$ cat src/sv/tdf_pkg.sv
// Shared types and constants of the trial-division factorizer.
// Holds the result field widths, status codes and sequencer state type.
// Depends on nothing; the top level and the testbench files use it, tdf_div does not.
`default_nettype none

package tdf_pkg;

  localparam int VALUE_BITS_DEF = 31;
  localparam int PRIME_W        = 31;
  localparam int EXP_W          = 5;
  localparam int STATUS_W       = 2;
  localparam int MAX_RESULTS    = 9;

  localparam logic [STATUS_W-1:0] ST_FACTOR = 2'd0;
  localparam logic [STATUS_W-1:0] ST_ONE    = 2'd1;
  localparam logic [STATUS_W-1:0] ST_ZERO   = 2'd2;

  typedef enum logic [2:0] {
    S_IDLE,
    S_TWO,
    S_DIV_START,
    S_DIV_WAIT,
    S_REC,
    S_FINISH
  } tdf_state_t;

endpackage

`default_nettype wire

$ cat src/sv/tdf_div.sv
// Restoring divider of the trial-division factorizer, one quotient bit a cycle.
// Depends on nothing beyond its parameter; instantiated by the top level.
`default_nettype none

module tdf_div #(
  parameter int W = 31
) (
  input  wire logic         clk,
  input  wire logic         rst_n,
  input  wire logic         start,
  input  wire logic [W-1:0] dividend,
  input  wire logic [W-1:0] divisor,
  output logic              done,
  output logic [W-1:0]      quot,
  output logic [W-1:0]      rem
);

  localparam int CNT_W = $clog2(W);

  logic             busy_r, busy_nxt;
  logic             done_r, done_nxt;
  logic [CNT_W-1:0] cnt_r, cnt_nxt;
  logic [W-1:0]     quot_r, quot_nxt;
  logic [W-1:0]     rem_r, rem_nxt;
  logic [W-1:0]     dsr_r, dsr_nxt;
  logic [W:0]       trial;
  logic [W:0]       diff;
  logic             ge;

  // The partial remainder takes in the next dividend bit, which sits at the top
  // of the quotient shift register.
  assign trial = {rem_r, quot_r[W-1]};
  assign ge    = trial >= {1'b0, dsr_r};
  assign diff  = trial - {1'b0, dsr_r};

  always_comb begin
    busy_nxt = busy_r;
    done_nxt = 1'b0;
    cnt_nxt  = cnt_r;
    quot_nxt = quot_r;
    rem_nxt  = rem_r;
    dsr_nxt  = dsr_r;
    if (start) begin
      busy_nxt = 1'b1;
      cnt_nxt  = '0;
      quot_nxt = dividend;
      rem_nxt  = '0;
      dsr_nxt  = divisor;
    end else if (busy_r) begin
      quot_nxt = {quot_r[W-2:0], ge};
      rem_nxt  = ge ? diff[W-1:0] : trial[W-1:0];
      cnt_nxt  = cnt_r + 1'b1;
      if (cnt_r == CNT_W'(W - 1)) begin
        busy_nxt = 1'b0;
        done_nxt = 1'b1;
      end
    end
  end

  always_ff @(posedge clk) begin
    if (!rst_n) begin
      busy_r <= 1'b0;
      done_r <= 1'b0;
      cnt_r  <= '0;
    end else begin
      busy_r <= busy_nxt;
      done_r <= done_nxt;
      cnt_r  <= cnt_nxt;
    end
    quot_r <= quot_nxt;
    rem_r  <= rem_nxt;
    dsr_r  <= dsr_nxt;
  end

  assign done = done_r;
  assign quot = quot_r;
  assign rem  = rem_r;

endmodule

`default_nettype wire

$ cat src/sv/trial_division_factorizer.sv
// Top level of the trial-division factorizer: sequencer, result staging, output.
// Depends on tdf_pkg and instantiates the shared divider tdf_div.
//
// Usage. The input channel (in_valid, in_stall, in_value) takes one integer per
// transaction. The result channel (out_valid, out_stall and the four fields)
// gives one transaction per distinct prime factor, in ascending order, with
// out_last set on the final one. An input of one gives a single transaction with
// status "one"; an input of zero gives a single transaction with status "zero".
// Timing. The block works on one integer at a time and holds in_stall high from
// acceptance until its final result has been loaded into the output register.
// Factors of two are removed one at a time by a right shift. Every further step is a
// division of the cofactor by an odd candidate on the shared restoring divider.
// One division is made per odd candidate up to the square root of the cofactor,
// plus one more each time a candidate divides, so a large prime costs the most
// divisions, while zero and one need no division and go straight through the
// staging register to the output register.
// Reset clears the sequencer, the staged result and the output valid; there is
// no clearing pass. When the receiver stalls, the result waits in the output
// register and a newly found factor waits in a one-deep staging register; the
// search pauses only when both are full.
`default_nettype none

module trial_division_factorizer #(
  parameter int VALUE_BITS = tdf_pkg::VALUE_BITS_DEF
) (
  input  wire logic                          clk,
  input  wire logic                          rst_n,
  input  wire logic                          in_valid,
  output logic                               in_stall,
  input  wire logic [VALUE_BITS-1:0]         in_value,
  output logic                               out_valid,
  input  wire logic                          out_stall,
  output logic [tdf_pkg::PRIME_W-1:0]        out_factor_prime,
  output logic [tdf_pkg::EXP_W-1:0]          out_exponent,
  output logic [tdf_pkg::STATUS_W-1:0]       out_status,
  output logic                               out_last
);

  localparam int PRIME_W  = tdf_pkg::PRIME_W;
  localparam int EXP_W    = tdf_pkg::EXP_W;
  localparam int STATUS_W = tdf_pkg::STATUS_W;
  localparam int ECNT_A   = $clog2(VALUE_BITS + 1);
  // The exponent counter is wide enough for any multiplicity; the result keeps
  // only its low bits.
  localparam int ECNT_W   = (ECNT_A > EXP_W) ? ECNT_A : EXP_W;
  localparam int CNT_W    = $clog2(tdf_pkg::MAX_RESULTS + 1);

  tdf_pkg::tdf_state_t state_r, state_nxt;

  logic [VALUE_BITS-1:0] n_r, n_nxt;
  logic [VALUE_BITS-1:0] d_r, d_nxt;
  logic [ECNT_W-1:0]     e_r, e_nxt;
  logic                  chk_r, chk_nxt;
  logic [CNT_W-1:0]      cnt_r, cnt_nxt;
  logic [CNT_W-1:0]      cnt_inc;

  // Factor on its way into the staging register.
  logic [PRIME_W-1:0]    rec_prime_r, rec_prime_nxt;
  logic [EXP_W-1:0]      rec_exp_r, rec_exp_nxt;
  logic                  rec_final_r, rec_final_nxt;

  // Staging register: the newest result, held back until it is known whether
  // it is the last one.
  logic                  pend_valid_r, pend_valid_nxt;
  logic [PRIME_W-1:0]    pend_prime_r, pend_prime_nxt;
  logic [EXP_W-1:0]      pend_exp_r, pend_exp_nxt;
  logic [STATUS_W-1:0]   pend_status_r, pend_status_nxt;

  logic                  out_valid_r, out_valid_nxt;
  logic [PRIME_W-1:0]    out_prime_r, out_prime_nxt;
  logic [EXP_W-1:0]      out_exp_r, out_exp_nxt;
  logic [STATUS_W-1:0]   out_status_r, out_status_nxt;
  logic                  out_last_r, out_last_nxt;
  logic                  out_free;

  logic                  div_start;
  logic                  div_done;
  logic [VALUE_BITS-1:0] div_quot;
  logic [VALUE_BITS-1:0] div_rem;

  logic [PRIME_W+VALUE_BITS-1:0] n_ext;
  logic [PRIME_W+VALUE_BITS-1:0] d_ext;

  tdf_div #(
    .W (VALUE_BITS)
  ) u_div (
    .clk      (clk),
    .rst_n    (rst_n),
    .start    (div_start),
    .dividend (n_r),
    .divisor  (d_r),
    .done     (div_done),
    .quot     (div_quot),
    .rem      (div_rem)
  );

  // Candidates and cofactors are fitted to the fixed width of the prime field.
  assign n_ext    = {{PRIME_W{1'b0}}, n_r};
  assign d_ext    = {{PRIME_W{1'b0}}, d_r};
  assign out_free = !out_valid_r || !out_stall;
  assign cnt_inc  = cnt_r + 1'b1;
  assign in_stall = (state_r != tdf_pkg::S_IDLE);

  always_comb begin
    state_nxt       = state_r;
    n_nxt           = n_r;
    d_nxt           = d_r;
    e_nxt           = e_r;
    chk_nxt         = chk_r;
    cnt_nxt         = cnt_r;
    rec_prime_nxt   = rec_prime_r;
    rec_exp_nxt     = rec_exp_r;
    rec_final_nxt   = rec_final_r;
    pend_valid_nxt  = pend_valid_r;
    pend_prime_nxt  = pend_prime_r;
    pend_exp_nxt    = pend_exp_r;
    pend_status_nxt = pend_status_r;
    out_valid_nxt   = out_valid_r && out_stall;
    out_prime_nxt   = out_prime_r;
    out_exp_nxt     = out_exp_r;
    out_status_nxt  = out_status_r;
    out_last_nxt    = out_last_r;
    div_start       = 1'b0;

    case (state_r)
      tdf_pkg::S_IDLE: begin
        if (in_valid) begin
          if (in_value == '0) begin
            pend_valid_nxt  = 1'b1;
            pend_prime_nxt  = '0;
            pend_exp_nxt    = '0;
            pend_status_nxt = tdf_pkg::ST_ZERO;
            state_nxt       = tdf_pkg::S_FINISH;
          end else if (in_value == VALUE_BITS'(1)) begin
            pend_valid_nxt  = 1'b1;
            pend_prime_nxt  = '0;
            pend_exp_nxt    = '0;
            pend_status_nxt = tdf_pkg::ST_ONE;
            state_nxt       = tdf_pkg::S_FINISH;
          end else begin
            n_nxt     = in_value;
            e_nxt     = '0;
            cnt_nxt   = '0;
            state_nxt = tdf_pkg::S_TWO;
          end
        end
      end

      tdf_pkg::S_TWO: begin
        if (!n_r[0]) begin
          n_nxt = n_r >> 1;
          e_nxt = e_r + 1'b1;
        end else begin
          d_nxt   = VALUE_BITS'(3);
          e_nxt   = '0;
          chk_nxt = 1'b1;
          if (e_r != '0) begin
            rec_prime_nxt = PRIME_W'(2);
            rec_exp_nxt   = e_r[EXP_W-1:0];
            rec_final_nxt = 1'b0;
            state_nxt     = tdf_pkg::S_REC;
          end else begin
            state_nxt = tdf_pkg::S_DIV_START;
          end
        end
      end

      tdf_pkg::S_DIV_START: begin
        div_start = 1'b1;
        state_nxt = tdf_pkg::S_DIV_WAIT;
      end

      tdf_pkg::S_DIV_WAIT: begin
        if (div_done) begin
          if (chk_r && (d_r > div_quot)) begin
            // Candidate squared exceeds the cofactor: what is left is prime.
            if (n_r > VALUE_BITS'(1)) begin
              rec_prime_nxt = n_ext[PRIME_W-1:0];
              rec_exp_nxt   = EXP_W'(1);
              rec_final_nxt = 1'b1;
              state_nxt     = tdf_pkg::S_REC;
            end else begin
              state_nxt = tdf_pkg::S_FINISH;
            end
          end else if (div_rem == '0) begin
            n_nxt     = div_quot;
            e_nxt     = e_r + 1'b1;
            chk_nxt   = 1'b0;
            state_nxt = tdf_pkg::S_DIV_START;
          end else begin
            d_nxt   = d_r + VALUE_BITS'(2);
            e_nxt   = '0;
            chk_nxt = 1'b1;
            if (e_r != '0) begin
              rec_prime_nxt = d_ext[PRIME_W-1:0];
              rec_exp_nxt   = e_r[EXP_W-1:0];
              rec_final_nxt = 1'b0;
              state_nxt     = tdf_pkg::S_REC;
            end else begin
              state_nxt = tdf_pkg::S_DIV_START;
            end
          end
        end
      end

      tdf_pkg::S_REC: begin
        if (!pend_valid_r || out_free) begin
          if (pend_valid_r) begin
            out_valid_nxt  = 1'b1;
            out_prime_nxt  = pend_prime_r;
            out_exp_nxt    = pend_exp_r;
            out_status_nxt = pend_status_r;
            out_last_nxt   = 1'b0;
          end
          pend_valid_nxt  = 1'b1;
          pend_prime_nxt  = rec_prime_r;
          pend_exp_nxt    = rec_exp_r;
          pend_status_nxt = tdf_pkg::ST_FACTOR;
          cnt_nxt         = cnt_inc;
          // Once the result limit is reached, later primes are dropped.
          if (rec_final_r || (cnt_inc == CNT_W'(tdf_pkg::MAX_RESULTS))) begin
            state_nxt = tdf_pkg::S_FINISH;
          end else begin
            state_nxt = tdf_pkg::S_DIV_START;
          end
        end
      end

      tdf_pkg::S_FINISH: begin
        if (!pend_valid_r) begin
          state_nxt = tdf_pkg::S_IDLE;
        end else if (out_free) begin
          out_valid_nxt  = 1'b1;
          out_prime_nxt  = pend_prime_r;
          out_exp_nxt    = pend_exp_r;
          out_status_nxt = pend_status_r;
          out_last_nxt   = 1'b1;
          pend_valid_nxt = 1'b0;
          state_nxt      = tdf_pkg::S_IDLE;
        end
      end

      default: begin
        state_nxt = tdf_pkg::S_IDLE;
      end
    endcase
  end

  always_ff @(posedge clk) begin
    if (!rst_n) begin
      state_r      <= tdf_pkg::S_IDLE;
      chk_r        <= 1'b0;
      cnt_r        <= '0;
      pend_valid_r <= 1'b0;
      out_valid_r  <= 1'b0;
    end else begin
      state_r      <= state_nxt;
      chk_r        <= chk_nxt;
      cnt_r        <= cnt_nxt;
      pend_valid_r <= pend_valid_nxt;
      out_valid_r  <= out_valid_nxt;
    end
    n_r           <= n_nxt;
    d_r           <= d_nxt;
    e_r           <= e_nxt;
    rec_prime_r   <= rec_prime_nxt;
    rec_exp_r     <= rec_exp_nxt;
    rec_final_r   <= rec_final_nxt;
    pend_prime_r  <= pend_prime_nxt;
    pend_exp_r    <= pend_exp_nxt;
    pend_status_r <= pend_status_nxt;
    out_prime_r   <= out_prime_nxt;
    out_exp_r     <= out_exp_nxt;
    out_status_r  <= out_status_nxt;
    out_last_r    <= out_last_nxt;
  end

  assign out_valid        = out_valid_r;
  assign out_factor_prime = out_prime_r;
  assign out_exponent     = out_exp_r;
  assign out_status       = out_status_r;
  assign out_last         = out_last_r;

  // A new integer is only taken once the previous one has left the staging
  // register.
  a_accept_clean: assert property (@(posedge clk) disable iff (!rst_n)
    (in_valid && !in_stall) |-> !pend_valid_r)
    else $error("input accepted while a result is still staged");

  // The divider only finishes while the sequencer waits for it.
  a_div_done_wait: assert property (@(posedge clk) disable iff (!rst_n)
    div_done |-> (state_r == tdf_pkg::S_DIV_WAIT))
    else $error("divider finished outside the wait state");

  // The result count never passes its limit.
  a_cnt_limit: assert property (@(posedge clk) disable iff (!rst_n)
    cnt_r <= CNT_W'(tdf_pkg::MAX_RESULTS))
    else $error("result count above limit");

  // Trial divisors are odd and at least three.
  a_div_odd: assert property (@(posedge clk) disable iff (!rst_n)
    (state_r == tdf_pkg::S_DIV_START) |-> (d_r[0] && (d_r >= VALUE_BITS'(3))))
    else $error("trial divisor not an odd number from three up");

endmodule

`default_nettype wire

$ cat config.mk
export PLATFORM = sky130hd
export DESIGN_NAME = trial_division_factorizer
export DESIGN_NICKNAME = d
export VERILOG_FILES = /design/src/sv/tdf_pkg.sv /design/src/sv/tdf_div.sv /design/src/sv/trial_division_factorizer.sv
export SDC_FILE = /design/constraint.sdc
export NUM_CORES = 1
export LEC_CHECK = 0
export ABC_CLOCK_PERIOD_IN_PS = 4700
export BUFFER_PORTS_ARGS = -buffer_cell sky130_fd_sc_hd__buf_2
export CORE_UTILIZATION = 55
export DETAILED_ROUTE_END_ITERATION = 16
export PLACE_DENSITY = 0.73
export SLEW_MARGIN = 10
export SYNTH_ARGS = -nofsm -noshare
export SYNTH_HDL_FRONTEND = slang
export SYNTH_HIERARCHICAL = 1
export SYNTH_SLANG_ARGS = --single-unit
$ cat constraint.sdc
create_clock -name clk -period 4.7 [get_ports clk]
set_input_delay 0.705 -clock clk [delete_from_list [all_inputs] [get_ports clk]]
set_output_delay 0.705 -clock clk [all_outputs]
set_load 0.05 [all_outputs]
; Word-level counts from Yosys, hierarchy flattened
; Cells that the tools add are included.
[totals]
latchBits = 0
output_inout_bits = 41
ramBits = 0
romBits = 0
elab_cells = 217
regBits = 291
n_memories = 0
[classes]
n_mul = 0
n_lt_le_gt_ge = 3
shifts = 0
bitwise_logic = 2
addsub = 5
n_mux = 122
div_mod_pow = 0
n_reduce_logical = 33
n_eq_ne = 27
[op_table]
columns = cell, n
row1 = 31-bit two-way mux, 29
row2 = 31-bit one-hot mux with 2 select lines, 4
row3 = 5-bit two-way mux, 21
row4 = 31-bit one-hot mux with 3 select lines, 1
row5 = 31-bit zero test, 2
row6 = 3-bit two-way mux, 12
row7 = 32-bit by 31-bit greater-or-equal comparator with 1-bit output, 1
row8 = 31-bit by 2-bit adder with 31-bit output (second input constant), 1
row9 = 31-bit by 1-bit equality test with 1-bit output (second input constant), 1
row10 = 31-bit by 1-bit greater-than comparator with 1-bit output (second input constant), 1
row11 = 31-bit greater-than comparator, 1
row12 = 31-bit subtractor, 1
row13 = 1-bit two-way mux, 30
row14 = 5-bit one-hot mux with 2 select lines, 3
row15 = 2-bit != test (second input constant), 13
row16 = 5-bit AND reduction, 5
row17 = 3-bit one-hot mux with 6 select lines, 1
row18 = 2-bit two-way mux, 8
row19 = 4-bit two-way mux, 4
row20 = 3-bit != test (second input constant), 5
row21 = 5-bit one-hot mux with 3 select lines, 1
row22 = 7-bit AND reduction, 2
row23 = 4-bit AND reduction, 3
row24 = 5-bit by 1-bit adder with 5-bit output (second input constant), 2
row25 = other kinds (23), 40

; Depth between registers and ports, before layout
[depth]
ltp_word = 6
depth_mapped = 14
depth_no_buf = 12

; Hierarchy
; Netlist, hierarchy kept.
[modules_own_cells]
columns = mod, cells_each, area_each_um2, seq_area_each_um2, instances
row1 = trial_division_factorizer, 797, 9277.6, 5605.4, 1
row2 = tdf_div, 585, 5841.9, 2622.5, 1

; Worst setup path before layout
; Ideal clock, no wire load.
[synth_timing]
kind = reg2reg
startpoint = register state_r[1]
endpoint = register u_div.quot_r[0] (netlist: u_div/quot[0]), enable pin
arrival_ns = 4.460
slack_ns = -0.149
setup_time_ns = 0.388
stages_incl_launch_ff = 7
path_cell_list = dfxtp_1 clkbuf_1 clkbuf_1 nor3b_1 clkbuf_1 inv_1 nand2_1
[synth_via]
elab_chain_len = 3
[synth_rtl]
columns = item, line_no
row1 = "start, declared", trial_division_factorizer.sv:48  ; tdf_pkg::tdf_state_t state_r, state_nxt;
row2 = "start signal, assigned", trial_division_factorizer.sv:251  ; state_r <= tdf_pkg::S_IDLE;
row3 = "start signal, assigned", trial_division_factorizer.sv:257  ; state_r <= state_nxt;
row4 = 3-bit by 2-bit equality test with 1-bit output, trial_division_factorizer.sv:125  ; case (state_r)
row5 = 1-bit two-way mux, trial_division_factorizer.sv:125
row6 = named net div_start, trial_division_factorizer.sv:76  ; logic div_start;
row7 = 2-bit nonzero test (no line), --
row8 = "end signal, assigned", tdf_div.sv:70  ; quot_r <= quot_nxt;
row9 = "end, declared", tdf_div.sv:23  ; logic [W-1:0] quot_r, quot_nxt;
; The timed path passes the listed nets, and every way through them passes these cells.
; A chain may end at the register's enable or synchronous reset.

; Worst setup path after layout
[layout_timing]
startpoint = register d_r[25]
endpoint = register n_r[6], enable pin
[layout_via]
elab_chain_len = 4
[layout_rtl]
columns = item, line_no
row1 = "start, declared", trial_division_factorizer.sv:51  ; logic [VALUE_BITS-1:0] d_r, d_nxt;
row2 = "start signal, assigned", trial_division_factorizer.sv:264  ; d_r <= d_nxt;
row3 = 31-bit greater-than comparator, trial_division_factorizer.sv:175  ; if (chk_r && (d_r > div_quot)) begin
row4 = 1-bit logical AND, trial_division_factorizer.sv:175
row5 = 2-bit != test (no line), --
row6 = 8-bit AND reduction (no line), --
row7 = "end signal, assigned", trial_division_factorizer.sv:263  ; n_r <= n_nxt;
row8 = "end, declared", trial_division_factorizer.sv:50  ; logic [VALUE_BITS-1:0] n_r, n_nxt;
; No other way between the ends.

==> flow_summary.json <==
{
  "detailed_route_via_count": 10900,
  "clk_latency_ps": 580,
  "synth_top_area_share_pct": 48.06,
  "sequential_cell_area_sq_um": 8229,
  "critical_path.slowest_cell": "edfxtp_1",
  "synthArstFlopShare_pct": 0,
  "maxCapViolations": 0,
  "std_cell_rows": 60,
  "leftover_overflow_at_the_end_of_global_routing": 0,
  "timing.setup.tns_ps": 0,
  "post_drt_wl_per_cell_microns": 19.44,
  "mostFrequentLayoutCells": "edfxtp_1 (242), nor2_1 (215), a21oi_1 (82)",
  "synth_cell_type_count": 83,
  "die_height_microns": 167.8,
  "timing.critical_path.to": "n_r[6]",
  "antenna_violations_before_repair": 1,
  "syn_area_sq_um": 15120,
  "num-nets-final": 1546,
  "synthesis.area_per_instance_sq_um": 10.94,
  "synth-seq-cells": 290,
  "total_area_of_multi_input_combinational_cells_sq_um": 6294,
  "grt.total_usage_pct": 25.18,
  "worst_path_dominant_cell_family": "compound AO/OA/AOI/OAI gates",
  "yosysWarningCount": 6,
  "number_of_global_route_vias_before_repair": 10460,
  "drt_wl_total_microns": 35120,
  "yosys.area_share.adder_pct": 5.760,
  "slew_headroom_pct": 43.19,
  "power-per-cell-area_nw_per_um2": 638.5,
  "largest_net_degree_at_the_start_of_global_routing": 63,
  "synth.area.top_cells": "edfxtp_1 (48%), dfxtp_1 (6.4%), ha_1 (5.6%)",
  "cts.sink_count": 290,
  "cts_tree": "done",
  "finalHoldViolations": 0,
  "rsz0062_at_grt": "no",
  "cts_setup_buffers": 0,
  "cts_root_buf": "clkbuf_16",
  "initial_core_util_pct": 56.10,
  "muxShareOfSynthArea_pct": 4.791,
  "synth_top_family_by_area": "simple AND/OR/NAND/NOR gates",
  "postSynthCellCount": 1382,
  "via_per_inst": 6.033,
  "leak_pwr_nw": 6.341,
  "synth_simple_gate_area_share_pct": 15.52,
  "final.fill_count": 2108,
  "critical_path_fanout_max": 30,
  "status": "finished clean",
  "cts_inserted_buffers": 30,
  "synth_sequential_area_ratio_pct": 54.42,
  "timing.reg2reg.worst_path_depth": 9,
  "layout_worst_path_cycle_share_pct": 74.16,
  "place_hpwl_microns": 24580,
  "worstReg2RegStart": "d_r[25]",
  "report.final.slew_viol_count": 0,
  "clk_path_buf_depth": 3,
  "synth.net_count": 1486,
  "final_common_cell": "edfxtp_1",
  "die-area_sq_um": 28160,
  "worst_r2r_endpoint": "n_r[6]",
  "fmax_ghz": 0.2869,
  "cp_capture_type": "flip-flop",
  "drc": 0,
  "worstPathCellList": "ha_1, nand4_1, nor2_1, a221o_1, o31a_1, a31oi_2, nand2_1, o22ai_2, buf_4",
  "critical_path_depth": 9,
  "library_cell_occupying_the_most_area_in_the_post_synthesis_netlist": "edfxtp_1",
  "wire_length_of_the_first_global_routing_pass_microns": 56240,
  "placeableCoreArea_sq_um": 26950,
  "timing_worst_setup_path_type": "flip-flop to flip-flop",
  "fin_util_pct": 62.67,
  "setup_viol_count_final": 0,
  "synth_to_final_area_change_pct": 11.72,
  "timing.hold.worst.class": "flip-flop to flip-flop",
  "die_x_microns": 167.8,
  "synthXorXnorAreaFrac_pct": 3.186,
  "critPathLaunchType": "flip-flop",
  "port_buffers": 75,
  "ys_dominant_reg_cell": "edfxtp_1",
  "cts_hold_repair.buffers": 0,
  "crit_path_max_incr_delay_ps": 510,
  "power.ir.vdd_worst_v": 0.0003506,
  "io_pins": 76,
  "final_period_minus_worst_setup_slack_ps": 3485,
  "critPathBufInv": 1,
  "cells_resized_by_post_cts_repair": 0,
  "cts_max_level": 1,
  "number_of_flops_mapped_to_enable_cells_by_yosys": 242,
  "worst_ep_required_time_ps": 4910,
  "drt_iter0_drc": 1116,
  "ant_nets": 0,
  "timing.reg2reg.setup_slack_ps": 1210,
  "layout-drive-gt1-share_pct": 14.46,
  "place_congestion": 0.9134,
  "worst_setup_hold_path_clk_slew_ps": 70,
  "drtPass1Iterations": 5,
  "critical_path_arrival_ps": 3700,
  "critical_path.startpoint": "d_r[25]",
  "synth_compound_gate_area_share_pct": 11.94,
  "skew_ps": 28.42,
  "worstMarginPinSlew_ps": 848.3,
  "antenna_cells": 0
}
-- area by class of cell --
| class | instances | share of cell area [%] |
|---|---|---|
| multi-input combinational | 944 | 37.26 |
| inverter | 83 | 1.844 |
| tap | 341 | 2.526 |
| timing repair buffer | 93 | 3.022 |
| clock inverter | 25 | 2.163 |
| clock buffer | 31 | 4.467 |
| sequential | 290 | 48.72 |
-- state kept, by name, indices dropped and copies added, names as in the netlist, 5 cells and up --
signal,count
d_r,30
e_r,5
n_r,31
out_exponent,5
out_factor_prime,31
pend_exp_r,5
pend_prime_r,31
rec_exp_r,5
rec_prime_r,31
u_div/cnt_r,5
u_div/dsr_r,31
u_div/quot,31
u_div/rem,31
-- cells by family (layout without fill, tap and decap cells) --
family,after synthesis,in the layout
and+or+nand+nor,493,493
other,1,1
xor gates and xnor gates,55,55
DFF,290,290
AOI/OAI and AO/OA,258,258
buffers and inverters,148,232
muxes,68,68
adders and majority gates,69,69
-- through the flow --
step,setup WS (ps),hold slack [ps],std cells,cell area (sq um),total power (W)
floorplan,22.81,400.3,1382,15120,0.007097
global placement,1386,400.4,1751,15770,0.008010
detailed placement,1298,404.5,1751,15770,0.008112
CTS,1271,394.5,1807,16890,0.01078
global route,1131,411.6,1807,16890,0.01139
finish,1215,413.4,1807,16890,0.01078
-- cell usage after synthesis (4+ instances only) --
| library cell | instances |
|---|---|
| a211oi_1 | 20 |
| a21o_1 | 18 |
| a21oi_1 | 84 |
| a221oi_1 | 31 |
| a311oi_1 | 4 |
| a31oi_1 | 5 |
| and2_1 | 39 |
| and3_1 | 12 |
| buf_2 | 4 |
| buf_4 | 5 |
| buf_6 | 9 |
| clkbuf_1 | 43 |
| dfxtp_1 | 48 |
| edfxtp_1 | 242 |
| ha_1 | 68 |
| inv_1 | 81 |
| mux2_2 | 31 |
| mux2i_1 | 36 |
| nand2_1 | 77 |
| nand2b_1 | 10 |
| nand3_1 | 34 |
| nand4_1 | 26 |
| nor2_1 | 216 |
| nor2b_1 | 10 |
| nor3_1 | 22 |
| nor4_1 | 23 |
| o211ai_1 | 6 |
| o21a_1 | 4 |
| o21ai_0 | 33 |
| o21ai_1 | 4 |
| or3_1 | 6 |
| xnor2_1 | 21 |
| xor2_1 | 34 |
-- power by group --
| part | switching (W) | internal, W | leakage, nW |
|---|---|---|---|
| Clock | 0.00103 | 0.00161 | 0.520 |
| Sequential | 0.000689 | 0.00371 | 2.64 |
| Combinational | 0.00235 | 0.00139 | 3.18 |
-- metal layers --
metal	track usage (%)	routed length [microns]	vias up
met5	0	13	-
met2	41.72	16640	389
met4	7.738	969	2
met1	34.55	15310	5256
li1	-	-	5186
met3	3.385	2186	68
-- how the worst min path moves through the flow --
| stage | startpoint | endpoint | slack (ps) | cells past startpoint |
|---|---|---|---|---|
| floorplan | pend_exp_r[0] | out_exponent[0] | 400 | 0 |
| global placement | pend_prime_r[17] | out_factor_prime[17] | 400 | 0 |
| detailed placement | pend_prime_r[9] | out_factor_prime[9] | 400 | 0 |
| CTS | out_stall | out_valid | 390 | 3 |
| global route | out_stall | out_valid | 410 | 3 |
| finish | pend_prime_r[15] | out_factor_prime[15] | 410 | 0 |
Note: power is estimated with default switching activity, not from simulation.
